`src/rtl/crsfr_pkg.sv`:
```
// Shared types, constants and the CRC-8 step for the frame receiver.
`default_nettype none
package crsfr_pkg;

  localparam int MaxFrameBytes = 64;
  localparam int PayloadLimit  = 60;
  localparam int PosW          = $clog2(MaxFrameBytes);

  localparam logic [7:0] SyncReset       = 8'd200;
  localparam logic [5:0] MaxPayloadReset = 6'd60;
  localparam logic [7:0] CrcPoly         = 8'hD5;

  typedef enum logic [2:0] {
    StIgnored = 3'd0,
    StHeader  = 3'd1,
    StPayload = 3'd2,
    StGood    = 3'd3,
    StBadCrc  = 3'd4,
    StReject  = 3'd5,
    StType    = 3'd6
  } status_t;

  typedef enum logic {
    CfgSyncByte   = 1'b0,
    CfgMaxPayload = 1'b1
  } cfg_index_t;

  typedef struct packed {
    status_t          status;
    logic [7:0]       data_byte;
    logic [PosW-1:0]  position;
    logic [7:0]       frame_address;
    logic [7:0]       frame_length;
    logic [7:0]       frame_type;
  } result_t;

  function automatic logic [7:0] crc8_step(input logic [7:0] crc, input logic [7:0] value);
    logic [7:0] c;
    c = crc ^ value;
    for (int k = 0; k < 8; k++) begin
      if (c[7]) begin
        c = (c << 1) ^ CrcPoly;
      end else begin
        c = c << 1;
      end
    end
    return c;
  endfunction

endpackage
`default_nettype wire

```
`src/rtl/crsfr_cfg.sv`:
```
// Configuration registers: sync byte and payload limit.
`default_nettype none
module crsfr_cfg (
  input  wire logic       clk,
  input  wire logic       rst,
  input  wire logic       cfg_valid,
  output logic            cfg_ready,
  input  wire logic       cfg_index,
  input  wire logic [7:0] cfg_data,
  output logic      [7:0] sync_byte,
  output logic      [5:0] max_payload
);

  assign cfg_ready = 1'b1;

  always_ff @(posedge clk) begin
    if (rst) begin
      sync_byte   <= crsfr_pkg::SyncReset;
      max_payload <= crsfr_pkg::MaxPayloadReset;
    end else if (cfg_valid && cfg_ready) begin
      case (cfg_index)
        crsfr_pkg::CfgSyncByte:   sync_byte   <= cfg_data;
        crsfr_pkg::CfgMaxPayload: max_payload <= cfg_data[5:0];
        default: ;
      endcase
    end
  end

endmodule
`default_nettype wire

```
`src/rtl/crsfr_track.sv`:
```
// Frame tracker: position, header fields, running CRC and per-byte result.
`default_nettype none
module crsfr_track (
  input  wire logic                  clk,
  input  wire logic                  rst,
  input  wire logic                  accept,
  input  wire logic [7:0]            rx_byte,
  input  wire logic [7:0]            sync_byte,
  input  wire logic [5:0]            max_payload,
  output crsfr_pkg::result_t         res
);

  localparam int PosW = crsfr_pkg::PosW;

  logic [PosW-1:0] pos;
  logic [PosW-1:0] pos_next;
  logic [7:0]      held_address;
  logic [7:0]      held_address_next;
  logic [7:0]      held_length;
  logic [7:0]      held_length_next;
  logic [7:0]      held_type;
  logic [7:0]      held_type_next;
  logic [7:0]      running_crc;
  logic [7:0]      running_crc_next;

  logic [5:0]      limit;
  logic [7:0]      payload_len;
  logic            is_end;
  logic [PosW:0]   pos_wide_next;
  crsfr_pkg::status_t status;
  logic            show;

  assign limit = (max_payload > 6'(crsfr_pkg::PayloadLimit)) ?
                 6'(crsfr_pkg::PayloadLimit) : max_payload;
  assign payload_len = held_length - 8'd2;
  assign is_end = ({{(9-PosW){1'b0}}, pos} == ({1'b0, held_length} + 9'd1));

  always_comb begin
    held_address_next = held_address;
    held_length_next  = held_length;
    held_type_next    = held_type;
    running_crc_next  = running_crc;
    pos_wide_next     = {1'b0, pos};
    status            = crsfr_pkg::StIgnored;
    show              = 1'b1;
    if (pos == '0) begin
      if (rx_byte == sync_byte) begin
        held_address_next = rx_byte;
        held_length_next  = 8'd0;
        held_type_next    = 8'd0;
        running_crc_next  = 8'd0;
        pos_wide_next     = (PosW+1)'(1);
        status            = crsfr_pkg::StHeader;
      end else begin
        show = 1'b0;
      end
    end else if (pos == PosW'(1)) begin
      held_length_next = rx_byte;
      pos_wide_next    = (PosW+1)'(2);
      status           = crsfr_pkg::StHeader;
    end else if (pos == PosW'(2)) begin
      held_type_next = rx_byte;
      if (held_length < 8'd2 || payload_len > {2'b00, limit}) begin
        pos_wide_next = '0;
        status        = crsfr_pkg::StReject;
      end else begin
        running_crc_next = crsfr_pkg::crc8_step(8'd0, rx_byte);
        pos_wide_next    = (PosW+1)'(3);
        status           = crsfr_pkg::StType;
      end
    end else if (is_end) begin
      status        = (rx_byte == running_crc) ? crsfr_pkg::StGood : crsfr_pkg::StBadCrc;
      pos_wide_next = '0;
    end else begin
      running_crc_next = crsfr_pkg::crc8_step(running_crc, rx_byte);
      pos_wide_next    = {1'b0, pos} + (PosW+1)'(1);
      status           = crsfr_pkg::StPayload;
    end
    if (pos_wide_next >= (PosW+1)'(crsfr_pkg::MaxFrameBytes)) begin
      pos_wide_next = '0;
      status        = crsfr_pkg::StReject;
    end
    pos_next = pos_wide_next[PosW-1:0];
  end

  always_comb begin
    res.status        = status;
    res.data_byte     = rx_byte;
    res.position      = show ? pos : '0;
    res.frame_address = show ? held_address_next : 8'd0;
    res.frame_length  = show ? held_length_next : 8'd0;
    res.frame_type    = show ? held_type_next : 8'd0;
  end

  always_ff @(posedge clk) begin
    if (rst) begin
      pos          <= '0;
      held_address <= 8'd0;
      held_length  <= 8'd0;
      held_type    <= 8'd0;
      running_crc  <= 8'd0;
    end else if (accept) begin
      pos          <= pos_next;
      held_address <= held_address_next;
      held_length  <= held_length_next;
      held_type    <= held_type_next;
      running_crc  <= running_crc_next;
    end
  end

endmodule
`default_nettype wire

```
`src/rtl/crsfr_out.sv`:
```
// Result register with valid/stall handshake toward the consumer.
`default_nettype none
module crsfr_out (
  input  wire logic          clk,
  input  wire logic          rst,
  input  wire logic          load,
  input  crsfr_pkg::result_t res,
  output logic               busy,
  output logic               out_valid,
  input  wire logic          out_stall,
  output crsfr_pkg::result_t held
);

  assign busy = out_valid && out_stall;

  always_ff @(posedge clk) begin
    if (rst) begin
      out_valid <= 1'b0;
    end else if (load) begin
      out_valid <= 1'b1;
    end else if (!out_stall) begin
      out_valid <= 1'b0;
    end
  end

  always_ff @(posedge clk) begin
    if (load) begin
      held <= res;
    end
  end

endmodule
`default_nettype wire

```
`src/rtl/crsf_frame_receiver_crc8_unit.sv`:
```
// Top level of the CRSF frame receiver with CRC-8 check.
//
//  channel  direction  handshake             payload
//  in       sink       in_valid / in_stall   rx_byte
//  out      source     out_valid / out_stall status, data_byte, position,
//                                            frame_address, frame_length, frame_type
//  cfg      sink       cfg_valid / cfg_ready cfg_index, cfg_data
//
// One byte per cycle unless stalled; each result is registered in the next cycle.
// The frame update and CRC step sit between the input port and the result register.
// Reset is synchronous: receiver idle, sync byte 200, payload limit 60.
// A stalled result blocks input only while the result register is full.
`default_nettype none
module crsf_frame_receiver_crc8_unit (
  input  wire logic       clk,
  input  wire logic       rst,
  input  wire logic       in_valid,
  output logic            in_stall,
  input  wire logic [7:0] rx_byte,
  output logic            out_valid,
  input  wire logic       out_stall,
  output logic      [2:0] status,
  output logic      [7:0] data_byte,
  output logic      [5:0] position,
  output logic      [7:0] frame_address,
  output logic      [7:0] frame_length,
  output logic      [7:0] frame_type,
  input  wire logic       cfg_valid,
  output logic            cfg_ready,
  input  wire logic       cfg_index,
  input  wire logic [7:0] cfg_data
);

  logic [7:0]         sync_byte;
  logic [5:0]         max_payload;
  logic               accept;
  logic               busy;
  crsfr_pkg::result_t res;
  crsfr_pkg::result_t held;

  assign in_stall = busy;
  assign accept   = in_valid && !in_stall;

  crsfr_cfg u_cfg (
    .clk         (clk),
    .rst         (rst),
    .cfg_valid   (cfg_valid),
    .cfg_ready   (cfg_ready),
    .cfg_index   (cfg_index),
    .cfg_data    (cfg_data),
    .sync_byte   (sync_byte),
    .max_payload (max_payload)
  );

  crsfr_track u_track (
    .clk         (clk),
    .rst         (rst),
    .accept      (accept),
    .rx_byte     (rx_byte),
    .sync_byte   (sync_byte),
    .max_payload (max_payload),
    .res         (res)
  );

  crsfr_out u_out (
    .clk       (clk),
    .rst       (rst),
    .load      (accept),
    .res       (res),
    .busy      (busy),
    .out_valid (out_valid),
    .out_stall (out_stall),
    .held      (held)
  );

  assign status        = held.status;
  assign data_byte     = held.data_byte;
  assign position      = held.position;
  assign frame_address = held.frame_address;
  assign frame_length  = held.frame_length;
  assign frame_type    = held.frame_type;

endmodule
`default_nettype wire
```
`config.mk`:
```
export PLATFORM = sky130hd
export DESIGN_NAME = crsf_frame_receiver_crc8_unit
export DESIGN_NICKNAME = d
export VERILOG_FILES = /design/src/rtl/crsfr_pkg.sv /design/src/rtl/crsfr_cfg.sv /design/src/rtl/crsfr_track.sv /design/src/rtl/crsfr_out.sv /design/src/rtl/crsf_frame_receiver_crc8_unit.sv
export SDC_FILE = /design/constraint.sdc
export NUM_CORES = 1
export LEC_CHECK = 0
export ABC_AREA = 0
export BUFFER_PORTS_ARGS = -buffer_cell sky130_fd_sc_hd__clkbuf_2
export CAP_MARGIN = 20
export CORE_UTILIZATION = 60
export CTS_BUF_LIST = sky130_fd_sc_hd__clkbuf_2 sky130_fd_sc_hd__clkbuf_4 sky130_fd_sc_hd__clkbuf_8
export DETAILED_ROUTE_END_ITERATION = 10
export PLACE_DENSITY = 0.82
export SLEW_MARGIN = 20
export SYNTH_ARGS = -nofsm -noshare
export SYNTH_HDL_FRONTEND = slang
export SYNTH_HIERARCHICAL = 1
export SYNTH_SLANG_ARGS = --single-unit
```
`constraint.sdc`:
```
create_clock -name clk -period 4.2 [get_ports clk]
set_clock_uncertainty 0.1 [all_clocks]
set_input_delay 0.42 -clock clk [delete_from_list [all_inputs] [get_ports clk]]
set_output_delay 0.42 -clock clk [all_outputs]
set_load 0.005 [all_outputs]
```
Word level (Yosys, flattened, before mapping)
Cells that the tools add are included.
{ "op_classes": {"n_addsub": 3, "n_mux": 106, "n_reduce_logical": 8, "bitwise": 18, "n_eq_ne": 10, "order_cmp": 4} }
{ "ops": {"columns": ["op", "count"], "rows": [
  ["$mux W8", 87],
  ["$not A5 Y5", 16],
  ["$mux W7", 4],
  ["$mux W6", 3],
  ["$eq A8 B8 Y1", 2],
  ["$mux W3", 5],
  ["$add A8 B1 Y9 const B", 1],
  ["$eq A6 B9 Y1", 1],
  ["$gt A8 B6 Y1", 1],
  ["$lt A8 B2 Y1 const B", 1],
  ["$sub A8 B2 Y8 const B", 1],
  ["$xor A8 B8 Y8", 1],
  ["$add A6 B1 Y7 const B", 1],
  ["$ge A7 B7 Y1 const B", 1],
  ["$eq A6 B1 Y1 const B", 1],
  ["$eq A6 B2 Y1 const B", 1],
  ["$gt A6 B6 Y1 const B", 1],
  ["$logic_not A6 Y1", 1],
  ["$mux W1", 5],
  ["$reduce_and A5 Y1", 1],
  ["$mux W2", 2],
  ["$ne A2 B1 Y1 const B", 2],
  ["$reduce_and A2 Y1", 2],
  ["$ne A3 B2 Y1 const B", 1],
  ["6 further kinds", 7]
]} }
{ "totals": {"output_inout_bits": 44, "in_bits": 22, "word_cells": 163, "register_bits": 94} }

Logic depth before layout (Yosys ltp)
{ "logic_depth": {"word_depth": 50, "ltp_mapped": 14, "ltp_nobuf": 12} }

Cells and area by module
Netlist, hierarchy kept.
{ "modules_own_cells": {"columns": ["module", "area_per_inst_um2", "seq_area_each_um2", "n_inst", "cells_per_inst"], "rows": [
  ["crsfr_track", 3278.1, 760.7, 1, 403],
  ["crsfr_out", 1267.5, 1251.2, 1, 45],
  ["crsfr_cfg", 586.8, 280.3, 1, 57],
  ["crsf_frame_receiver_crc8_unit", 13.8, 0.0, 1, 1]
]} }

Worst setup path after synthesis
Ideal clock, no wire load.
{ "synth_path": {"path_type": "register to register", "startpoint": "reg u_track.held_length[2]", "endpoint": "reg u_track.running_crc[1]", "required_time_ps": 4030, "arrival_ps": 2788, "setup_ps": 70, "path_stages_with_launch": 12, "slack_ps": 1242, "n_path_buf": 1, "period_less_slack_ps": 2958, "cell_sequence": "dfxtp_1 -> buf_2 -> inv_1 -> ha_1 -> xor2_1 -> ha_1 -> a211oi_1 -> a31oi_1 -> or3_4 -> a311o_2 -> or4_1 -> a21oi_1"} }
{ "synth_between": {"elab_chain_cells": 5, "word_cells_on_any_way": 9, "cone_classes": "add/sub (2); order compare (2); eq/ne (3); reduce/logical (2)"} }
{ "synth_lines": {"columns": ["element", "line", "source"], "rows": [
  ["start: declaration", "crsfr_track.sv:19", "logic [7:0] held_length;"],
  ["start signal: assignment", "crsfr_track.sv:105", "held_length <= held_length_next;"],
  ["$sub A8 B2 Y8", "crsfr_track.sv:35", "assign payload_len = held_length - 8'd2;"],
  ["$gt A8 B6 Y1", "crsfr_track.sv:63", "if (held_length < 8'd2 || payload_len > {2'b00, limit}) begin"],
  ["$logic_or A1 B1 Y1", "crsfr_track.sv:63", null],
  ["$ne A3 B2 Y1 (no line)", null, null],
  ["$reduce_and A5 Y1 (no line) *", null, null],
  ["end signal: assignment", "crsfr_track.sv:107", "running_crc <= running_crc_next;"],
  ["end: declaration", "crsfr_track.sv:23", "logic [7:0] running_crc;"]
]} }
Every way passes the cells marked *; elsewhere a longest branch is shown, timed or not.
A chain may end at the register's enable or synchronous reset.

Final worst setup path
{ "layout_path": {"startpoint": "reg u_track.held_length[1]", "endpoint": "reg u_track.running_crc[1]"} }
The elaborated chain is that of the path after synthesis.

==> flow_summary.toml <==
[global_route]
grt_usage_pct = 25.99
grt-ovfl-total = 0
grt_pass1_wl_um = 17590
grt_start_max_net_pins = 67
antenna_found_initial = 0
grt_pass1_vias = 3581

[synthesis]
synth.area.top_cells = "edfxtp_1 (24%), dfxtp_1 (21%), xnor2_1 (5.4%), mux2i_1 (5.1%), nor2_1 (4.2%)"
async_flop_share_pct = 0
synth_area_leader_cell = "edfxtp_1"
synth_nets = 542
synthCells = 506
ys_ff_latch = 94
synth_cell_types = 65
synth_edf_count = 41
ys_seq_area_share_pct = 44.54
synth_top_area_share_pct = 23.92
ys_warn_count = 6
avgSynthCellArea_sq_um = 10.17
synth_area_sq_um = 5146
synth_ff_type = "dfxtp_1"

[sta]
setup_viol = 0
slew_headroom_pct = 49.93
worst_slew_pin_slew_ns = 0.7510
fin_tns_setup_ns = 0
timing.final.crit_period_ns = 3.391
clock.fmax_mhz = 294.9
rsz0062_at_grt = "no"
fin_crit_sh_pct = 80.73
report.final.slew_viol_count = 0
hold_viol_final = 0

[pwr]
comb_power_share_pct = 12.1
peakVddDrop_mv = 0.1473
power_frac_clock_pct = 32.3
cellPowerDensity_nw_per_um2 = 319.6
netSwitchingFraction_pct = 26.74
p_seq_share_pct = 55.7
p_leak_nw = 2.212
cell_internal_pwr_mw = 1.307
switching_power_mw = 0.4769
p_total_mw = 1.784

[detailed_routing]
drc = 0
dr.pass1.iters = 5
wl_met3_um = 811
vias = 3860
topRoutingLayerUsed = "met4"
wl_per_cell_um = 16.77
dr_wl_met2_um = 4920
met1Wirelength_um = 4755
drtIter0Drc = 258
routed_wl_um = 10900
ant_nets = 0
viasPerCell = 5.938

[flow_run]
cap_violations = 0

[clock_network]
clk_latency_ns = 0.37
path_clk_slew_ns = 0.10
postCtsSetupBuffers = 0
clockRootBuffer = "clkbuf_8"
cts_made_buffers = 9
clock_path_buffers = 2
htree_levels = 3
numClockSinks = 94
ctsResizeCount = 0
postCtsHoldBufs = 0
cts_tree = "built"

[worst_setup_path]
worstPathCellList = "inv_1 > ha_1 > xor2_1 > ha_1 > a211oi_1 > a31oi_1 > or3_4 > a311o_2 > or4_1 > a21oi_1"
rr_worst_depth = 10
slowest_delay_ns = 0.52
worstReg2RegStart = "u_track/held_length[1]"
crit_required_ns = 4.40
crit_fanout = 14
crit_path_start = "u_track/held_length[1]"
r2r_slack_ns = 0.81
end_kind = "register"
path_class = "reg2reg"
crit_family = "compound AO/OA/AOI/OAI gates"
crit_top_cell = "ha_1"
cp-start-kind = "register"
r2r_end = "u_track/running_crc[1]"
crit_slowest_cell = "or4_1"
crit_buf_inv = 1
arrival_ns = 3.60

[final_layout]
nets = 576
mostFrequentLayoutCells = "clkbuf_2 (64), nor2_1 (57), dfxtp_1 (53)"
syn2layout_area_growth_pct = 8.437
antenna_cells = 0
layout_commonest_cell = "clkbuf_2"
drive_above_1_share_pct = 18.90

[placement]
hpwl_um = 7568
gp_congestion = 0.9667
io_buffers = 64

[min_path]
min_from = "out_stall"
hp-class = "in2reg"
holdPathEnd = "u_out/out_valid"
holdPathStages = 3

[die]
ios = 66
dieArea_sq_um = 8951
die_y_um = 94.61
floorplan.initialDensity_pct = 62.32
die_w_um = 94.61
core_sq_um = 8258
rows = 33

[status]
status = "finished, final reports clean"
==> metrics by stage <==
step / util (%) / area (sq um) / cells / hold WS, ns / setup slack, ns
floorplan: - / 5146 / 506 / 0.3366 / 1.242
global placement: 65.33 / 5395 / 634 / 0.3429 / 0.9294
detailed placement: 65.33 / 5395 / 634 / 0.3522 / 0.8696
CTS: 67.58 / 5580 / 650 / 0.1922 / 0.8584
global route: 67.58 / 5580 / 650 / 0.2211 / 0.6294
finish: 67.58 / 5580 / 650 / 0.1998 / 0.8093
==> how the worst max path moves through the flow <==
stage / depth (start not counted) / end / slack (ns)
finish: 10 / u_track/running_crc[1] / 0.81
global route: 12 / u_track/running_crc[1] / 0.63
CTS: 10 / u_track/running_crc[1] / 0.86
detailed placement: 10 / u_track/running_crc[1] / 0.87
global placement: 10 / u_track/running_crc[1] / 0.93
floorplan: 11 / u_track/running_crc[1] / 1.24
==> flip-flops by register name, summed over array words and instances, names as in the netlist, 6 cells and up <==
signal and cells:
u_out/held 41, u_cfg/sync_byte 8, u_track/held_address 8, u_track/held_length 8, u_track/held_type 8, u_track/running_crc 8
u_cfg/max_payload 6, u_track/pos 6
==> cell type report <==
type                       count  area (sq um)
inverter                      11         41.29
sequential                    94          2292
fill                         649          2678
multi-input combinational    351          2542
tap                          105         131.4
timing repair buffer          73         387.9
clock inverter                 7         61.31
clock buffer                   9         123.9
==> power by group through the flow <==
stage                     registers (mW)  logic (mW)  clock network [mW]
after detailed placement            1.01       0.214                   0
after global routing               0.996       0.235               0.623
after floorplan                     1.01       0.156                   0
after CTS                          0.993       0.216               0.584
after global placement              1.01       0.210                   0
final                              0.993       0.215               0.576
==> cells in the mapped netlist, drive strengths merged (4+ instances only) <==
master and instances:
nand3 13, inv 11, a21oi 18, nand2 34
clkbuf 24, buf 26, xnor2 32, nand3b 4
and3 5, nand2b 17, a31oi 6, a22oi 16
a211oi 5, edfxtp 41, nor3 6, nand4 6
dfxtp 53, o21ai 11, xor2 16, a211o 6
mux2i 26, ha 14, a22o 9, or3 4
xnor3 5, and2 7, nor2 57
==> logic make-up after synthesis <==
family | Yosys count | share of synthesized area, %
and+or+nand+nor | 170 | 17.65
DFF | 94 | 44.54
buffers and inverters | 61 | 6.054
other | 1 | 0.07287
AOI/OAI and AO/OA | 84 | 11.48
muxes | 26 | 5.057
adders and majority gates | 14 | 3.404
xor gates and xnor gates | 56 | 11.74
==> routing by layer <==
layer	vias up	global-route usage (%)
li1	1841	-
met1	1792	34.98
met4	0	14.02
met3	39	5.314
met5	-	0
met2	188	39.21
==> worst min-delay path: stages <==
cell,delay (ns)
clkbuf_2,0.09
a21oi_1,0.06
nor2_1,0.07
No activity file was read; power rests on OpenSTA's default activity.
